===== src/rtl/jsv_pkg.sv =====
// Package for the JSON string validator: byte codes, escape and UTF-8 state codes,
// and the state structs passed between the step modules and the top level.
// No dependencies.
package jsv_pkg;

   localparam logic [7:0] CH_BSLASH  = 8'h5C;
   localparam logic [7:0] CH_QUOTE   = 8'h22;
   localparam logic [7:0] CH_SLASH   = 8'h2F;
   localparam logic [7:0] CH_B       = 8'h62;
   localparam logic [7:0] CH_F       = 8'h66;
   localparam logic [7:0] CH_N       = 8'h6E;
   localparam logic [7:0] CH_R       = 8'h72;
   localparam logic [7:0] CH_T       = 8'h74;
   localparam logic [7:0] CH_U       = 8'h75;
   localparam logic [7:0] CTRL_LIMIT = 8'h20;

   // escape phase codes
   localparam logic [1:0] ESC_NONE = 2'd0;
   localparam logic [1:0] ESC_BSL  = 2'd1;
   localparam logic [1:0] ESC_SKIP = 2'd2;

   localparam logic [2:0] HEX_SKIP_LEN = 3'd4;

   // continuation byte range classes
   localparam logic [2:0] LC_ANY  = 3'd0;   // 80-BF
   localparam logic [2:0] LC_E0   = 3'd1;   // A0-BF
   localparam logic [2:0] LC_ED   = 3'd2;   // 80-9F
   localparam logic [2:0] LC_F0   = 3'd3;   // 90-BF
   localparam logic [2:0] LC_F4   = 3'd4;   // 80-8F

   typedef struct packed {
      logic [1:0] phase;
      logic [2:0] skip;
   } esc_state_type;

   typedef struct packed {
      logic [1:0] pending;
      logic [2:0] lead_class;
   } utf8_state_type;

endpackage


===== src/rtl/jsv_utf8_step.sv =====
// UTF-8 sequence tracker: next state and fault flag for one byte.
// Depends on jsv_pkg.
module jsv_utf8_step import jsv_pkg::*; (
   input  utf8_state_type cur,
   input  logic [7:0]     data_byte,
   output utf8_state_type nxt,
   output logic           fault
);

   logic [7:0] lo;
   logic [7:0] hi;

   always_comb begin
      lo = 8'h80;
      hi = 8'hBF;
      unique case (cur.lead_class)
         LC_E0:   lo = 8'hA0;
         LC_ED:   hi = 8'h9F;
         LC_F0:   lo = 8'h90;
         LC_F4:   hi = 8'h8F;
         default: ;
      endcase
   end

   always_comb begin
      nxt   = cur;
      fault = 1'b0;
      if (cur.pending != 2'd0) begin
         nxt.lead_class = LC_ANY;
         if (data_byte < lo || data_byte > hi) begin
            fault       = 1'b1;
            nxt.pending = 2'd0;
         end else begin
            nxt.pending = cur.pending - 2'd1;
         end
      end else if (data_byte < 8'h80) begin
         nxt = cur;
      end else if (data_byte >= 8'hC2 && data_byte <= 8'hDF) begin
         nxt.pending    = 2'd1;
         nxt.lead_class = LC_ANY;
      end else if (data_byte >= 8'hE0 && data_byte <= 8'hEF) begin
         nxt.pending    = 2'd2;
         nxt.lead_class = (data_byte == 8'hE0) ? LC_E0 :
                          (data_byte == 8'hED) ? LC_ED : LC_ANY;
      end else if (data_byte >= 8'hF0 && data_byte <= 8'hF4) begin
         nxt.pending    = 2'd3;
         nxt.lead_class = (data_byte == 8'hF0) ? LC_F0 :
                          (data_byte == 8'hF4) ? LC_F4 : LC_ANY;
      end else begin
         fault = 1'b1;
      end
   end

endmodule


===== src/rtl/jsv_content_step.sv =====
// JSON string content tracker: escape handling and forbidden bytes for one byte.
// Depends on jsv_pkg.
module jsv_content_step import jsv_pkg::*; (
   input  esc_state_type cur,
   input  logic [7:0]    data_byte,
   output esc_state_type nxt,
   output logic          fault
);

   logic short_esc;
   logic [2:0] skip_dec;

   assign short_esc = (data_byte == CH_QUOTE) || (data_byte == CH_BSLASH) ||
                      (data_byte == CH_SLASH) || (data_byte == CH_B) ||
                      (data_byte == CH_F) || (data_byte == CH_N) ||
                      (data_byte == CH_R) || (data_byte == CH_T);
   assign skip_dec  = cur.skip - 3'd1;

   always_comb begin
      nxt   = cur;
      fault = 1'b0;
      unique case (cur.phase)
         ESC_BSL: begin
            if (short_esc) begin
               nxt.phase = ESC_NONE;
            end else if (data_byte == CH_U) begin
               nxt.phase = ESC_SKIP;
               nxt.skip  = HEX_SKIP_LEN;
            end else begin
               fault     = 1'b1;
               nxt.phase = ESC_NONE;
            end
         end
         ESC_SKIP: begin
            nxt.skip = skip_dec;
            if (skip_dec == 3'd0) begin
               nxt.phase = ESC_NONE;
            end
         end
         default: begin
            if (data_byte == CH_BSLASH) begin
               nxt.phase = ESC_BSL;
            end else if (data_byte < CTRL_LIMIT || data_byte == CH_QUOTE) begin
               fault = 1'b1;
            end
         end
      endcase
   end

endmodule


===== src/rtl/json_string_validator_unit.sv =====
// A byte marked last is registered in the input stage; its verdict is then registered in the rsp stage.
// Throughput: one byte per cycle; a stalled rsp only holds back a byte marked last.
// Bytes without tlast give no rsp transfer; each tlast byte gives one verdict.
// Reset (synchronous, active high) clears quoted mode, run state and both stages.
// Top level of the JSON string validator; uses jsv_pkg, jsv_utf8_step, jsv_content_step.
module json_string_validator_unit import jsv_pkg::*; (
   input  logic       clock,
   input  logic       reset,
   input  logic       req_tvalid,
   output logic       req_tready,
   input  logic [7:0] req_tdata,   // [7:0] data_byte
   input  logic       req_tlast,   // last_byte
   output logic       rsp_tvalid,
   input  logic       rsp_tready,
   output logic [7:0] rsp_tdata,   // [0] string_valid, [7:1] zero
   input  logic       csr_valid,
   output logic       csr_ready,
   input  logic       csr_data     // quoted_mode
);

   logic           quoted_ff, quoted_in;
   logic           s1_valid_ff, s1_valid_in;
   logic [7:0]     s1_byte_ff, s1_byte_in;
   logic           s1_last_ff, s1_last_in;
   logic           at_start_ff, at_start_in;
   logic           failed_ff, failed_in;
   esc_state_type  esc_ff, esc_in;
   utf8_state_type utf8_ff, utf8_in;
   logic           rsp_valid_ff, rsp_valid_in;
   logic           verdict_ff, verdict_in;

   utf8_state_type utf8_nxt;
   logic           utf8_fault;
   esc_state_type  esc_nxt;
   logic           esc_fault;
   logic           s1_adv;
   logic           fail;
   esc_state_type  esc_upd;

   jsv_utf8_step u_utf8 (
      .cur       (utf8_ff),
      .data_byte (s1_byte_ff),
      .nxt       (utf8_nxt),
      .fault     (utf8_fault)
   );

   jsv_content_step u_content (
      .cur       (esc_ff),
      .data_byte (s1_byte_ff),
      .nxt       (esc_nxt),
      .fault     (esc_fault)
   );

   assign s1_adv     = s1_valid_ff && (!s1_last_ff || !rsp_valid_ff || rsp_tready);
   assign req_tready = !s1_valid_ff || s1_adv;
   assign csr_ready  = 1'b1;
   assign rsp_tvalid = rsp_valid_ff;
   assign rsp_tdata  = {7'd0, verdict_ff};

   always_comb begin
      fail    = failed_ff | utf8_fault;
      esc_upd = esc_ff;
      if (quoted_ff) begin
         if (at_start_ff) begin
            if (s1_byte_ff != CH_QUOTE || s1_last_ff) fail = 1'b1;
         end else if (s1_last_ff) begin
            if (s1_byte_ff != CH_QUOTE || esc_ff.phase != ESC_NONE) fail = 1'b1;
         end else begin
            esc_upd = esc_nxt;
            fail    = fail | esc_fault;
         end
      end else begin
         esc_upd = esc_nxt;
         fail    = fail | esc_fault;
         if (s1_last_ff && esc_nxt.phase != ESC_NONE) fail = 1'b1;
      end
      if (s1_last_ff && utf8_nxt.pending != 2'd0) fail = 1'b1;
   end

   always_comb begin
      quoted_in    = (csr_valid && csr_ready) ? csr_data : quoted_ff;
      s1_valid_in  = s1_valid_ff;
      s1_byte_in   = s1_byte_ff;
      s1_last_in   = s1_last_ff;
      at_start_in  = at_start_ff;
      failed_in    = failed_ff;
      esc_in       = esc_ff;
      utf8_in      = utf8_ff;
      rsp_valid_in = rsp_valid_ff && !rsp_tready;
      verdict_in   = verdict_ff;
      if (s1_adv) begin
         s1_valid_in = 1'b0;
         if (s1_last_ff) begin
            at_start_in  = 1'b1;
            failed_in    = 1'b0;
            esc_in       = '0;
            utf8_in      = '0;
            rsp_valid_in = 1'b1;
            verdict_in   = !fail;
         end else begin
            at_start_in = 1'b0;
            failed_in   = fail;
            esc_in      = esc_upd;
            utf8_in     = utf8_nxt;
         end
      end
      if (req_tvalid && req_tready) begin
         s1_valid_in = 1'b1;
         s1_byte_in  = req_tdata;
         s1_last_in  = req_tlast;
      end
   end

   always_ff @(posedge clock) begin
      if (reset) begin
         quoted_ff    <= 1'b0;
         s1_valid_ff  <= 1'b0;
         at_start_ff  <= 1'b1;
         failed_ff    <= 1'b0;
         esc_ff       <= '0;
         utf8_ff      <= '0;
         rsp_valid_ff <= 1'b0;
      end else begin
         quoted_ff    <= quoted_in;
         s1_valid_ff  <= s1_valid_in;
         at_start_ff  <= at_start_in;
         failed_ff    <= failed_in;
         esc_ff       <= esc_in;
         utf8_ff      <= utf8_in;
         rsp_valid_ff <= rsp_valid_in;
      end
   end

   always_ff @(posedge clock) begin
      s1_byte_ff <= s1_byte_in;
      s1_last_ff <= s1_last_in;
      verdict_ff <= verdict_in;
   end

   a_last_gives_rsp: assert property (@(posedge clock) disable iff (reset)
      (s1_adv && s1_last_ff) |=> rsp_valid_ff)
      else $error("last byte did not load a verdict");

   a_run_state_cleared: assert property (@(posedge clock) disable iff (reset)
      (s1_adv && s1_last_ff) |=> (at_start_ff && !failed_ff &&
                                  esc_ff.phase == ESC_NONE && utf8_ff.pending == 2'd0))
      else $error("run state not cleared after verdict");

   a_skip_count_live: assert property (@(posedge clock) disable iff (reset)
      (esc_ff.phase == ESC_SKIP) |-> (esc_ff.skip != 3'd0))
      else $error("hex skip phase with zero count");

   a_stage_holds: assert property (@(posedge clock) disable iff (reset)
      (s1_valid_ff && !s1_adv) |=> (s1_valid_ff && $stable(s1_byte_ff) &&
                                    $stable(s1_last_ff)))
      else $error("stalled input stage changed");

endmodule

===== config.mk =====
export PLATFORM = sky130hd
export DESIGN_NAME = json_string_validator_unit
export DESIGN_NICKNAME = d
export VERILOG_FILES = /design/src/rtl/jsv_pkg.sv /design/src/rtl/jsv_utf8_step.sv /design/src/rtl/jsv_content_step.sv /design/src/rtl/json_string_validator_unit.sv
export SDC_FILE = /design/constraint.sdc
export NUM_CORES = 1
export LEC_CHECK = 0
export BUFFER_PORTS_ARGS = -buffer_cell sky130_fd_sc_hd__buf_2
export CAP_MARGIN = 20
export CORE_MARGIN = 10
export CORE_UTILIZATION = 35
export CTS_CLUSTER_DIAMETER = 50
export CTS_CLUSTER_SIZE = 20
export DETAILED_ROUTE_END_ITERATION = 7
export PLACE_DENSITY = 0.51
export SYNTH_ARGS = -nofsm -noshare
export SYNTH_HDL_FRONTEND = slang
export SYNTH_SLANG_ARGS = --single-unit
export TNS_END_PERCENT = 100

===== constraint.sdc =====
create_clock -name clock -period 2.6 [get_ports clock]
set_input_delay 0.26 -clock clock [delete_from_list [all_inputs] [get_ports clock]]
set_output_delay 0.26 -clock clock [all_outputs]
set_load 0.05 [all_outputs]

After elaboration in Yosys (flattened, before gate mapping):

Cells that the tools add are included.

* input bits: 15
* output and inout bits: 11
* word-level logic and storage cells: 133
* register bits: 25

* order comparisons: 10
* muxes and demuxes: 48
* reduce and logical (&&, ||, !) cells: 37
* bitwise logic cells: 2
* eq/ne operators: 22
* add/subtract/negate cells: 2

Operator list (number)
* equality test 8 x 7 -> 1 bit (second input constant): 7
* two-way mux 5 bit: 9
* equality test 8 bit (second input constant): 4
* greater-or-equal comparator 8 bit (second input constant): 3
* <= comparator 8 bit (second input constant): 3
* case mux 6 bit (2 select lines): 2
* two-way mux 1 bit: 23
* equality test 8 x 6 -> 1 bit (second input constant): 2
* two-way mux 3 bit: 5
* logical OR 1 bit: 14
* two-way mux 2 bit: 6
* nonzero test 2 bit: 5
* > comparator 8 bit: 1
* logical AND 1 bit: 8
* < comparator 8 x 6 -> 1 bit (second input constant): 1
* < comparator 8 bit: 1
* < comparator 8 bit (second input constant): 1
* != test 8 x 6 -> 1 bit (second input constant): 1
* equality test 3 x 2 -> 1 bit (second input constant): 2
* case mux 3 bit (2 select lines): 1
* zero test 1 bit: 5
* nonzero test 5 bit: 1
* case mux 2 bit (2 select lines): 1
* AND reduction 2 bit: 2
* other kinds (12): 13

Logic depth before layout (Yosys ltp):

* depth after elaboration: 16
* gate-level depth with buffers: 9
* mapped depth without buffers: 9

Cells and area by module:

Synthesis repeated with hierarchy kept, for this count alone.

* cells, all modules: 192
* area, all modules: 1706.6 sq um

By module, submodules not included
* json_string_validator_unit: cells each 95, sequential area each 600.6 sq um, times used 1, area an instance 1021.0 sq um
* jsv_utf8_step: cells each 51, sequential area each 0.0 sq um, times used 1, area an instance 349.1 sq um
* jsv_content_step: cells each 46, sequential area each 0.0 sq um, times used 1, area an instance 336.6 sq um

Worst setup path before layout:

Ideal clock, no wire load.

* path kind: reg-to-reg
* start: register s1_byte_ff[4]
* end: register verdict_ff (data pin)
* arrival time: 2159 ps
* path buffers: 1
* library setup time: 158 ps
* stages on the path, launching flop included: 8
* path slack: 283 ps
* cells stage by stage: edfxtp_1 -> buf_6 -> or4_4 -> nor3b_1 -> o31ai_1 -> o31a_1 -> or3b_1 -> a211oi_2

* word-level cells in the longest chain between the ends: 16
* elaborated cells on any way between the ends: 69
* classes of those cells: 10 x order compare; 10 x eq/ne; 28 x mux; 2 x bitwise; 19 x reduce/logical

RTL lines
* from (decl): RTL line json_string_validator_unit.sv:23 `logic [7:0] s1_byte_ff, s1_byte_in;`
* from (signal assigned): RTL line json_string_validator_unit.sv:135 `s1_byte_ff <= s1_byte_in;`
* parallel branches: the longest is 14 deep, another holds greater-or-equal comparator 8 bit
* two-way mux 1 bit (*): RTL line json_string_validator_unit.sv:77 `if (s1_last_ff && utf8_nxt.pending != 2'd0) fail = 1'b1;`
* zero test 1 bit (*): RTL line json_string_validator_unit.sv:99 `verdict_in = !fail;`
* to (signal assigned): RTL line json_string_validator_unit.sv:137 `verdict_ff <= verdict_in;`
* to (decl): RTL line json_string_validator_unit.sv:30 `logic verdict_ff, verdict_in;`

Every way passes the cells marked *. The select of a mux whose other input is x is not followed.
A chain may end at the register's enable or synchronous reset.

Worst setup path in the final report:

* start: register utf8_ff[1] in the netlist's numbering
* end: register verdict_ff (data pin)

* word-level cells in the longest chain between the ends: 13
* elaborated cells on any way between the ends: 25
* classes of those cells: 2 x order compare; 4 x eq/ne; 13 x mux; 2 x bitwise; 4 x reduce/logical

RTL lines
* from (decl): RTL line json_string_validator_unit.sv:28 `utf8_state_type utf8_ff, utf8_in;`
* from (signal assigned): RTL line json_string_validator_unit.sv:129 `utf8_ff <= utf8_in;`
* equality test 3 x 2 -> 1 bit, or another cell as far along: RTL line jsv_utf8_step.sv:16 `unique case (cur.lead_class)`
* case mux 6 bit (2 select lines): RTL line jsv_utf8_step.sv:16
* < comparator 8 bit or > comparator 8 bit (tied branches): RTL line jsv_utf8_step.sv:30 `if (data_byte < lo || data_byte > hi) begin`
* logical OR 1 bit (*): RTL line jsv_utf8_step.sv:30
* two-way mux 1 bit: RTL line jsv_utf8_step.sv:30
* two-way mux 1 bit: RTL line jsv_utf8_step.sv:28 `if (cur.pending != 2'd0) begin`
* OR 1 bit: RTL line json_string_validator_unit.sv:61 `fail = failed_ff | utf8_fault;`
* OR 1 bit or two-way mux 1 bit (tied branches): RTL line json_string_validator_unit.sv:70, json_string_validator_unit.sv:74, json_string_validator_unit.sv:67
* two-way mux 1 bit: RTL line json_string_validator_unit.sv:66 `end else if (s1_last_ff) begin`
* two-way mux 1 bit: RTL line json_string_validator_unit.sv:64 `if (at_start_ff) begin`
* two-way mux 1 bit: RTL line json_string_validator_unit.sv:63 `if (quoted_ff) begin`
* two-way mux 1 bit (*): RTL line json_string_validator_unit.sv:77
* zero test 1 bit (*): RTL line json_string_validator_unit.sv:99

Mark *: on every way between the ends. The rest lies on a longest branch, timed or not.

==> results.yml <==
outcome:
  outcome: "completed"
timing:
  report.final.setup_viol: 0
  max_slew_headroom: 0.659
  timing_hold_violations_final: 0
  share_of_the_clock_period_used_by_the_worst_path: 0.940
  period_minus_slack_ns: 2.44
  max_slew.worst_pin.slew_ns: 0.507
  worst_hold_slack_ns: 0.161
  slew_violations: 0
  fmax_mhz: 409
  clock-skew-final_ns: 0.00306
grt:
  antenna_found_initial: 0
  gr-total-overflow: 0
  grt_pass1_vias: 1413
  largest_net_degree_at_the_start_of_global_routing: 15
  global_route_wire_length_before_repair_mm: 6.78
  grtUsageTotal: 0.0975
power:
  netSwitchingPower_uw: 230
  leakagePower_uw: 0.000728
  proportion_of_total_power_due_to_net_switching: 0.282
  power-per-cell-area_mw_per_mm2: 425
  ir_worst_vdd_mv: 0.192
  cell_internal_pwr_uw: 585
  pwr-share-seq: 0.544
  power.clock.fraction: 0.286
  power.share.combinational: 0.171
setup_path:
  crit_buf_inv: 0
  worst_setup_path_end_kind: "flip-flop"
  cpPeakStageDelay_ns: 0.47
  worst-endpoint-required_ns: 2.72
  worstPathMaxFanout: 5
  timing.critical_path.arrival_ns: 2.56
  startpoint_types: "flip-flop"
  r2r_slack_ns: 0.16
  worstSetupPathType: "flip-flop to flip-flop"
  crit_slowest_cell: "sky130_fd_sc_hd__or3b_2"
  path_cells: "or3b_2, ha_1, nor4b_2, nand2_1, o211ai_1, o31a_1, or3b_1, a211oi_2"
  critical-path-top-delay-family: "simple AND/OR/NAND/NOR gates"
synth:
  yosys_warnings: 0
  synth_enable_flop_cells: 10
  synthAdderAreaFrac: 0.0651
  post-synth-top-area-fraction: 0.174
  synth_area_mm2: 0.00173
  ys_dominant_reg_cell: "sky130_fd_sc_hd__dfxtp_1"
  synth-seq-area-share: 0.347
  yosys.area_share.simple: 0.265
  synth_xor_area_frac: 0.0152
  synth_largest_area_cell: "sky130_fd_sc_hd__dfxtp_1"
  netlist-cell-type-count: 46
  synth_area_per_cell_um2: 8.56
  post_synthesis_compound_gate_area_fraction: 0.177
  synth_top_family_by_area: "simple AND/OR/NAND/NOR gates"
  synthArstFlopShare: 0
  yosys-top-cells-area: "sky130_fd_sc_hd__dfxtp_1 (17%), sky130_fd_sc_hd__edfxtp_1 (17%), sky130_fd_sc_hd__ha_1 (6.5%)"
  muxShareOfSynthArea: 0.0347
  gate_count_after_technology_mapping: 202
  synth.ff_latch_count: 25
finish:
  final_nets: 243
  sequential_cell_area_um2: 604
  area.growth.synth_to_final_pct: 11.0
  number_of_fill_cells_in_the_layout: 521
  multi_input_area_um2: 1000
  insertedDiodeCount: 0
  post_route_cells_drive_above_1_share: 0.170
  finalCoreUtilization: 0.404
hold_path:
  worst_hold_path_type: "input port to flip-flop"
clock_tree:
  cts_inserted_buffers: 3
  clkLatencyLatePin_ns: 0.27
  cts_tree: "yes"
  clk_transition_reported_paths_ns: 0.09
  cts_resized: 0
  post-cts-setup-buffers: 0
  max_clock_buf_depth: 2
  clkSinkCount: 25
  cts_root_buf: "sky130_fd_sc_hd__clkbuf_8"
  cts_max_level: 1
  cts_hold_buf: 0
place:
  place.gp.congestion: 0.847
  hpwl_mm: 3.14
  portBuffers: 17
floorplanning:
  io_pins: 26
  fp-row-count: 25
  core_region_area_mm2: 0.00475
  die-width_um: 90.3
  initial_core_util: 0.364
  floorplan.die_area_mm2: 0.00815
  die_h_um: 90.3
run:
  cap_viol_max_count: 0
routing:
  first_iter_violations: 142
  wirelength_mm: 4.02
  final_antenna_net_count: 0
  mean_routed_wirelength_per_cell_um: 14.1
  route.detailed.vias_per_inst: 5.12
  vias: 1459
  drt_drc_violations_left: 0
  drt-pass1-iter-count: 4
-- metrics by stage --
stage | power [µW] | std cells | area, µm² | setup slack, ns | TNS, ns
floorplan | 563 | 208 | 1750 | 0.283 | 0
global placement | 592 | 281 | 1860 | 0.178 | 0
detailed placement | 591 | 281 | 1860 | 0.156 | 0
CTS | 828 | 285 | 1910 | 0.116 | 0
global route | 860 | 285 | 1920 | -0.0256 | -0.0256
finish | 815 | 285 | 1920 | 0.156 | 0
-- power by group through the flow --
| stage | registers [µW] | logic (µW) | clock network [µW] |
|---|---|---|---|
| CTS | 443 | 140 | 245 |
| detailed placement | 452 | 139 | 0 |
| global placement | 453 | 139 | 0 |
| floorplan | 445 | 119 | 0 |
| global route | 447 | 155 | 258 |
| finish | 443 | 139 | 233 |
-- layer usage --
metal  track usage  part of all wire  vias to the layer above
met1         0.128              0.50                      676
met2         0.155              0.45                       28
met3        0.0224             0.043                        4
met4        0.0279            0.0097                        0
li1              -                 -                      751
met5             0                 0                        -
-- area by class of cell --
cell class | instances | share of cell area
inverter | 11 | 0.0215
multi-input combinational | 153 | 0.521
timing repair buffer | 25 | 0.0756
clock buffer | 4 | 0.0235
tap | 67 | 0.0437
sequential | 25 | 0.315
-- cells in the final DEF (no fill, tap or decap), types with 2 or more instances in the layout --
cell type,instances
sky130_fd_sc_hd__nand4bb_1,3
sky130_fd_sc_hd__a21oi_1,10
sky130_fd_sc_hd__o31a_1,2
sky130_fd_sc_hd__o21ai_0,8
sky130_fd_sc_hd__ha_1,9
sky130_fd_sc_hd__nor3_1,9
sky130_fd_sc_hd__nand2b_1,5
sky130_fd_sc_hd__dfxtp_2,3
sky130_fd_sc_hd__nand2_1,13
sky130_fd_sc_hd__o211ai_1,2
sky130_fd_sc_hd__nor2_1,18
sky130_fd_sc_hd__xnor2_1,3
sky130_fd_sc_hd__nand3b_1,2
sky130_fd_sc_hd__nor2b_1,3
sky130_fd_sc_hd__inv_1,11
sky130_fd_sc_hd__nor3b_1,4
sky130_fd_sc_hd__o21ba_2,2
sky130_fd_sc_hd__nand3_1,5
sky130_fd_sc_hd__mux2i_1,6
sky130_fd_sc_hd__nand4b_1,2
sky130_fd_sc_hd__and2_1,2
sky130_fd_sc_hd__nor4_1,3
sky130_fd_sc_hd__a31oi_1,3
sky130_fd_sc_hd__conb_1,8
sky130_fd_sc_hd__and3_1,2
sky130_fd_sc_hd__o31ai_1,4
sky130_fd_sc_hd__nand4_1,6
sky130_fd_sc_hd__dfxtp_1,12
sky130_fd_sc_hd__o21a_1,3
sky130_fd_sc_hd__clkbuf_8,3
sky130_fd_sc_hd__buf_4,8
sky130_fd_sc_hd__buf_2,17
sky130_fd_sc_hd__edfxtp_1,10
sky130_fd_sc_hd__a311oi_1,3
sky130_fd_sc_hd__o21ai_1,2
-- Yosys cell counts, types with 2 or more instances --
library cell                count
sky130_fd_sc_hd__nor2_1        18
sky130_fd_sc_hd__dfxtp_1       15
sky130_fd_sc_hd__nand2_1       13
sky130_fd_sc_hd__inv_1         11
sky130_fd_sc_hd__a21oi_1       10
sky130_fd_sc_hd__edfxtp_1      10
sky130_fd_sc_hd__buf_4          9
sky130_fd_sc_hd__ha_1           9
sky130_fd_sc_hd__nor3_1         9
sky130_fd_sc_hd__clkbuf_1       8
sky130_fd_sc_hd__o21ai_0        8
sky130_fd_sc_hd__mux2i_1        6
sky130_fd_sc_hd__nand4_1        6
sky130_fd_sc_hd__nand2b_1       5
sky130_fd_sc_hd__nand3_1        5
sky130_fd_sc_hd__nor3b_1        4
sky130_fd_sc_hd__o31ai_1        4
sky130_fd_sc_hd__a311oi_1       3
sky130_fd_sc_hd__a31oi_1        3
sky130_fd_sc_hd__nand4bb_1      3
sky130_fd_sc_hd__nor2b_1        3
sky130_fd_sc_hd__nor4_1         3
sky130_fd_sc_hd__o21a_1         3
sky130_fd_sc_hd__xnor2_1        3
sky130_fd_sc_hd__and2_1         2
sky130_fd_sc_hd__and3_1         2
sky130_fd_sc_hd__conb_1         2
sky130_fd_sc_hd__nand3b_1       2
sky130_fd_sc_hd__nand4b_1       2
sky130_fd_sc_hd__o211ai_1       2
sky130_fd_sc_hd__o21ai_1        2
sky130_fd_sc_hd__o21ba_2        2
sky130_fd_sc_hd__o31a_1         2
-- registers in the layout, summed over array words and instances (netlist names) --
name	flops
s1_valid_ff	1
at_start_ff	1
failed_ff	1
verdict_ff	1
s1_last_ff	1
utf8_ff	5
quoted_ff	1
esc_ff	5
s1_byte_ff	8
rsp_tvalid	1
-- worst paths after layout --
path | from | end | cells after the start
worst max register to register | utf8_ff[1] | verdict_ff | 8
worst min-delay path | req_tlast | s1_last_ff | 1
worst max-delay path | utf8_ff[1] | verdict_ff | 8
worst min register to register | utf8_ff[4] | utf8_ff[4] | 2
-- worst reg2reg max path, cell delays in order, from the launching register on --
cell                       delay [ns]
sky130_fd_sc_hd__dfxtp_2         0.35
sky130_fd_sc_hd__or3b_2          0.47
sky130_fd_sc_hd__ha_1            0.22
sky130_fd_sc_hd__nor4b_2         0.23
sky130_fd_sc_hd__nand2_1         0.08
sky130_fd_sc_hd__o211ai_1        0.17
sky130_fd_sc_hd__o31a_1          0.21
sky130_fd_sc_hd__or3b_1          0.36
sky130_fd_sc_hd__a211oi_2        0.21
-- cell families (layout without fill, tap and decap cells) --
| logic type | count (synthesis) | after routing |
|---|---|---|
| mux | 6 | 6 |
| simple gates | 82 | 82 |
| flops | 25 | 25 |
| fa+ha+maj | 9 | 9 |
| compound gates | 45 | 45 |
| buf+inv | 30 | 40 |
| other cells | 2 | 8 |
| xor+xnor | 3 | 3 |
No activity file was read; power rests on OpenSTA's default activity.
